### config.mk
export PLATFORM = sky130hd
export DESIGN_NAME = wals_ctrl
export DESIGN_NICKNAME = d
export VERILOG_FILES = /design/src/rtl/core/wals_pkg.sv /design/src/rtl/core/wals_ctrl.sv
export SDC_FILE = /design/constraint.sdc
export NUM_CORES = 1
export LEC_CHECK = 0
export BUFFER_PORTS_ARGS = -buffer_cell sky130_fd_sc_hd__buf_4
export CAP_MARGIN = 20
export CORE_AREA = 2 2 39 41
export CTS_BUF_LIST = sky130_fd_sc_hd__clkbuf_8
export CTS_CLUSTER_SIZE = 12
export DETAILED_ROUTE_END_ITERATION = 16
export DIE_AREA = 0 0 41 43
export GPL_TIMING_DRIVEN = 0
export PLACE_DENSITY = 0.46
export SYNTH_ARGS = -nofsm -noshare
export SYNTH_HDL_FRONTEND = slang
export SYNTH_SLANG_ARGS = --single-unit
### constraint.sdc
create_clock -name clk -period 1.7 [get_ports clk]
set_clock_uncertainty 0.15 [all_clocks]
set_input_delay 0.34 -clock clk [delete_from_list [all_inputs] [get_ports clk]]
set_output_delay 0.34 -clock clk [all_outputs]
set_load 0.01 [all_outputs]
### src/rtl/core/wals_pkg.sv
// Shared types, codes and constants of the weighted adjacency list store.
`timescale 1ns / 1ps
`default_nettype none

package wals_pkg;

	// Default sizes
	localparam int MAX_VERTICES_DEF = 128;
	localparam int MAX_DEGREE_DEF   = 16;

	// Fixed field widths
	localparam int REQ_W    = 3;
	localparam int VTX_W    = 7;
	localparam int WGT_W    = 16;
	localparam int STATUS_W = 2;
	localparam int SUM_W    = 21;

	// Saturation limits of the weight sum
	localparam int SUM_MAX_C = 1048575;
	localparam int SUM_MIN_C = -1048576;

	// Request codes
	localparam logic [REQ_W-1:0] REQ_INSERT = 3'd0;
	localparam logic [REQ_W-1:0] REQ_ADJ    = 3'd1;
	localparam logic [REQ_W-1:0] REQ_REMOVE = 3'd2;
	localparam logic [REQ_W-1:0] REQ_SUM    = 3'd3;
	localparam logic [REQ_W-1:0] REQ_ISO    = 3'd4;

	// Status codes
	localparam logic [STATUS_W-1:0] STS_OK    = 2'd0;
	localparam logic [STATUS_W-1:0] STS_RANGE = 2'd1;
	localparam logic [STATUS_W-1:0] STS_FULL  = 2'd2;

	// Register index, taken from paddr bit 2
	localparam logic REG_VERTEX_COUNT = 1'b0;

	// Controller states
	typedef enum logic [2:0] {
		ST_CLEAR,
		ST_IDLE,
		ST_LEN,
		ST_SCAN,
		ST_RSP
	} ctl_state_t;

	// Controller to datapath
	typedef struct packed {
		logic start;     // request word accepted
		logic clear;     // clearing pass over list lengths
		logic ins_wr;    // append edge and bump length
		logic scan;      // walk the list slots
		logic len_wr_k;  // write compacted length after removal
		logic rsp_load;  // load the result register
	} dp_cmd_t;

	// Datapath to controller
	typedef struct packed {
		logic             clear_done;
		logic             bad_range;
		logic             len_full;
		logic             scan_done;
		logic [REQ_W-1:0] req;
	} dp_sts_t;

endpackage

`default_nettype wire

### src/rtl/core/wals_ctrl.sv
// Controller state machine of the adjacency list store.
`timescale 1ns / 1ps
`default_nettype none

module wals_ctrl
	import wals_pkg::*;
(
	input  wire logic    clk,
	input  wire logic    arst_n,
	input  wire logic    req_valid,
	output logic         req_ready,
	output logic         rsp_valid,
	input  wire logic    rsp_ready,
	input  wire dp_sts_t sts,
	output dp_cmd_t      cmd
);

	ctl_state_t state_q, state_d;
	logic       rsp_valid_q;
	logic       rsp_free;

	assign rsp_free  = !rsp_valid_q || rsp_ready;
	assign rsp_valid = rsp_valid_q;

	// State register
	always_ff @(posedge clk or negedge arst_n) begin
		if (!arst_n) begin
			state_q <= ST_CLEAR;
		end else begin
			state_q <= state_d;
		end
	end

	// Result valid: set on load, dropped once taken
	always_ff @(posedge clk or negedge arst_n) begin
		if (!arst_n) begin
			rsp_valid_q <= 1'b0;
		end else if (cmd.rsp_load) begin
			rsp_valid_q <= 1'b1;
		end else if (rsp_ready) begin
			rsp_valid_q <= 1'b0;
		end
	end

	// Next state
	always_comb begin
		state_d = state_q;
		unique case (state_q)
			ST_CLEAR: begin
				if (sts.clear_done) state_d = ST_IDLE;
			end
			ST_IDLE: begin
				if (req_valid) state_d = ST_LEN;
			end
			ST_LEN: begin
				priority if (sts.bad_range) begin
					state_d = ST_RSP;
				end else if (sts.req == REQ_ADJ || sts.req == REQ_REMOVE
						|| sts.req == REQ_SUM) begin
					state_d = ST_SCAN;
				end else begin
					state_d = ST_RSP;
				end
			end
			ST_SCAN: begin
				if (sts.scan_done) state_d = ST_RSP;
			end
			ST_RSP: begin
				if (rsp_free) state_d = ST_IDLE;
			end
			default: state_d = ST_CLEAR;
		endcase
	end

	// Outputs
	always_comb begin
		cmd       = '0;
		req_ready = 1'b0;
		unique case (state_q)
			ST_CLEAR: begin
				cmd.clear = 1'b1;
			end
			ST_IDLE: begin
				req_ready = 1'b1;
				cmd.start = req_valid;
			end
			ST_LEN: begin
				cmd.ins_wr = !sts.bad_range && (sts.req == REQ_INSERT) && !sts.len_full;
			end
			ST_SCAN: begin
				cmd.scan     = 1'b1;
				cmd.len_wr_k = sts.scan_done && (sts.req == REQ_REMOVE);
			end
			ST_RSP: begin
				cmd.rsp_load = rsp_free;
			end
			default: begin
				cmd = '0;
			end
		endcase
	end

endmodule

`default_nettype wire

Word-level counts from Yosys, hierarchy flattened --
Cells that the tools add are included.
Word-level totals: word-level logic and storage cells 41, bits in registers 4
Cells by class: multiplexer cells 15, reductions and logical operators 13, eq/ne operators 11
Operators with widths (number):
- 2-to-1 mux 3 bit | 6
- case mux 3 bit (5 select lines) | 1
- == test 3 x 2 -> 1 bit (second input constant) | 4
- != test 2 bit (second input constant) | 4
- 2-to-1 mux 1 bit | 7
- == test 3 x 1 -> 1 bit (second input constant) | 2
- logical NOT 3 bit | 2
- AND reduction 4 bit | 1
- == test 3 bit (second input constant) | 1
- logical AND 1 bit | 3
- logical NOT 1 bit | 3
- logical OR 1 bit | 3
- 2-to-1 mux 2 bit | 1
- nonzero test 2 bit | 1

Depth between registers and ports, before layout --
word-level depth 6, gate-level depth with buffers 4, gate-level depth less buffers 3

Worst setup path after synthesis --
OpenSTA, ideal clock, no wires.
path type reg-to-output, start point register state_q[2], end point output cmd[1] in the netlist's numbering, path slack -0.184 ns, arrival time 1.394 ns, path buffers 1, cell stages (with the launch flop) 4, required time 1.210 ns, cell sequence dfrtp_1 > clkbuf_1 > nor3b_1 > nor4b_1
RTL lines:
- start, declared | line wals_ctrl.sv:18 | ctl_state_t state_q, state_d;
- start signal, assigned | line wals_ctrl.sv:30 | state_q <= state_d;
- end, declared | line wals_ctrl.sv:15 | output dp_cmd_t cmd

==> flow_summary_export.csv <==
group,metric,value,unit
synthesis,ys_warn_count,0,
power,p_int,0.583,mW
detailed_routing,wl_per_cell,10.7,um
worst_setup_path,ff2ff_path_depth,4,
synthesis,synth_top_area_share,33.6,%
worst_setup_path,rrSetupSlack,0.11,ns
cells_and_area,area.growth.synth_to_final,96.2,%
synthesis,yosysUniqueCellTypes,20,
clock_network,clkSinkCount,4,
power,ir_drop,0.627,mV
synthesis,ys_seq_area_share,33.6,%
worst_setup_path,cp.required,1.21,ns
timing,final.setup.tns,-0.440,ns
cells_and_area,layout_common_cells,"20 x buf_4, 4 x nand2_1, 4 x dfrtp_1, 3 x nor2_1, 3 x clkbuf_8",
placement,port_buffers,18,
flow_run,maxCapViolCount,0,
global_routing,antenna_found_initial,0,
cells_and_area,fill_cells,147,
timing,finalHoldViolCount,0,
global_routing,overflow,0,
floorplan,num_rows,14,
detailed_routing,drc,0,
worst_setup_path,crit_arrival,1.45,ns
clock_network,clockBufferDepth,2,
synthesis,yosysTopAreaCell,"dfrtp_1",
status,violations,"setup timing",
floorplan,die_height,43,um
floorplan,core,0.00138,mm^2
clock_network,cts_buffers,3,
placement,gp_congestion,0.625,
synthesis,synth_fp_nets,48,
clock_network,htree_levels,1,
power,p_switching,0.342,mW
floorplan,dieArea,0.00176,mm^2
clock_network,clk_pin_slew,0.03,ns
status,status,"finished with violations",
power,p_leak,0.273,nW
cells_and_area,final_cells,77,
floorplan,initial_core_util,21.5,%
worst_setup_path,startpoint_type,"flop",
synthesis,syn_inst,37,
worst_setup_path,r2r_end,"state_q[0]$_DFFE_PN0P_",
detailed_routing,drt_pass1_iterations,4,
detailed_routing,routed_wl,827,um
floorplan,fp.dieW,41,um
global_routing,grt_max_degree,11,
timing,fin_crit,1.94,ns
clock_network,clkLatencyLatePin,0.21,ns
power,p_comb_share,61.5,%
timing,tightestPinTransition,0.330,ns
power,clockPowerShare,21.0,%
placement,place_ws,-0.167,ns
cells_and_area,antennaDiodeCount,0,
clock_network,root_buffer,"clkbuf_8",
worst_setup_path,cp-endpoint,"cmd[3]",
worst_hold_path,hp-start,"rsp_ready",
global_routing,grtUsageTotal,10.2,%
power,switching_share,37.0,%
power,fin_total_pwr,0.925,mW
worst_setup_path,critPathKind,"flop to primary output",
detailed_routing,dr_total_vias,353,
global_routing,grt_pass1_vias,331,
synthesis,ys_seq_elements,4,
timing,rsz0062_at_grt,"true",
synthesis,syn_area,298,um^2
power,power_frac_seq,17.4,%
timing,setup_viol,2,
timing,slew_headroom,77.7,%
power,p_per_area,1580,mW/mm^2
detailed_routing,antenna_left,0,
worst_setup_path,cp-end-kind,"primary output",
detailed_routing,drtIter0Drc,10,
cells_and_area,fin_area,584,um^2
cells_and_area,layout-drive-gt1-share,57.4,%
timing,setup_slack,-0.242,ns
global_routing,grt_first_pass_wirelength,1240,um
placement,place_inst,71,
synthesis,netlist_top_cells_area,"dfrtp_1 34%, nor4b_1 5.9%, nor3_1 5.0%, nand2_1 5.0%, nor2_1 5.0%",
cells_and_area,post-route-util,42.2,%
worst_setup_path,cp_max_fo,2,
worst_hold_path,min_path_type,"input pin to flop",
timing,fin_crit_sh,114,%
cells_and_area,layout_commonest_cell,"buf_4",
synthesis,avgSynthCellArea,8.05,um^2
placement,placed_cell_area,479,um^2
timing,maxSlewViolCount,0,
floorplan,io_pins,19,
worst_setup_path,crit_start,"state_q[2]$_DFFE_PN0P_",
cells_and_area,final_nets,74,
cells_and_area,multi_input_area,225,um^2
cells_and_area,seq_area,100,um^2
clock_network,cts_tree,"yes",
timing,fmax,515,MHz
detailed_routing,via_per_inst,4.58,
worst_setup_path,rr_startpoint,"state_q[2]$_DFFE_PN0P_",
timing,fin_hold_ws,0.309,ns
placement,place_hpwl,641,um
## layout make-up
cell class | count | area share (%)
plain buffers | 3 | 4.50
clock buffers | 3 | 7.07
inverters | 2 | 1.93
multi-input cells | 28 | 38.5
flip-flops and latches | 4 | 17.1
well taps | 16 | 3.43
repair buffers | 21 | 27.4
## registers in the layout, indices dropped and copies added, names as in the netlist
| signal | cells |
|---|---|
| rsp_valid | 1 |
| state_q | 3 |
## worst max-delay path, stage by stage, from the launching register on
cell	delay [ns]
dfrtp_1	0.36
or4b_4	0.51
nor4b_4	0.22
buf_4	0.15
## cell usage after synthesis (all sizes together)
library cell and instances:
a21oi 2, a32o 1, and2 1, and3 1, buf 2, clkbuf 1
dfrtp 4, inv 2, mux2 1, nand2 4, nand2b 2, nor2 4
nor3 3, nor3b 1, nor4b 2, o221ai 1, o22ai 2, o311ai 1
or2 1, or4b 1
## power by group through the flow
| stage | clock (mW) | combinational (mW) | sequential (mW) |
|---|---|---|---|
| 2_1_floorplan | 0 | 0.300 | 0.160 |
| 3_3_place_gp | 0 | 0.478 | 0.158 |
| 3_5_place_dp | 0 | 0.475 | 0.159 |
| 4_1_cts | 0.202 | 0.522 | 0.161 |
| 5_1_grt | 0.213 | 0.621 | 0.169 |
| 6_report | 0.194 | 0.570 | 0.161 |
## cell families (layout without fill, tap and decap cells)
family                 after synthesis  after routing  synth area share [%]
flip-flops                           4              4                  33.6
buffers and inverters                5             29                  7.14
AO/OA/AOI/OAI                        7              7                  16.8
AND/OR/NAND/NOR                     20             20                  38.7
multiplexers                         1              1                  3.78
## worst min-delay path by stage
stage	endpoint	depth (start not counted)	slack, ns
final	rsp_valid$_DFFE_PN0P_	3	0.31
after global routing	rsp_valid$_DFFE_PN0P_	2	0.33
after global placement	rsp_valid$_DFFE_PN0P_	1	-0.01
after detailed placement	rsp_valid$_DFFE_PN0P_	1	-0.01
after floorplan	rsp_valid$_DFFE_PN0P_	0	-0.11
after CTS	rsp_valid$_DFFE_PN0P_	2	0.31
## per-layer routing
| metal | track usage (%) | routed length, um |
|---|---|---|
| met1 | 11.0 | 317 |
| met2 | 17.2 | 438 |
| met3 | 1.57 | 71 |
| met4 | 6.00 | 0 |
| met5 | 0 | 0 |
## what timing repair did
action                     4_1_cts  5_1_grt
gates resized for setup          5        5
buffers inserted                 1        1
hold endpoints to repair         4        0
hold buffers                     1        0
pin swaps                        2        1
setup endpoints to repair        4        4
Note: power is estimated with default switching activity, not from simulation.
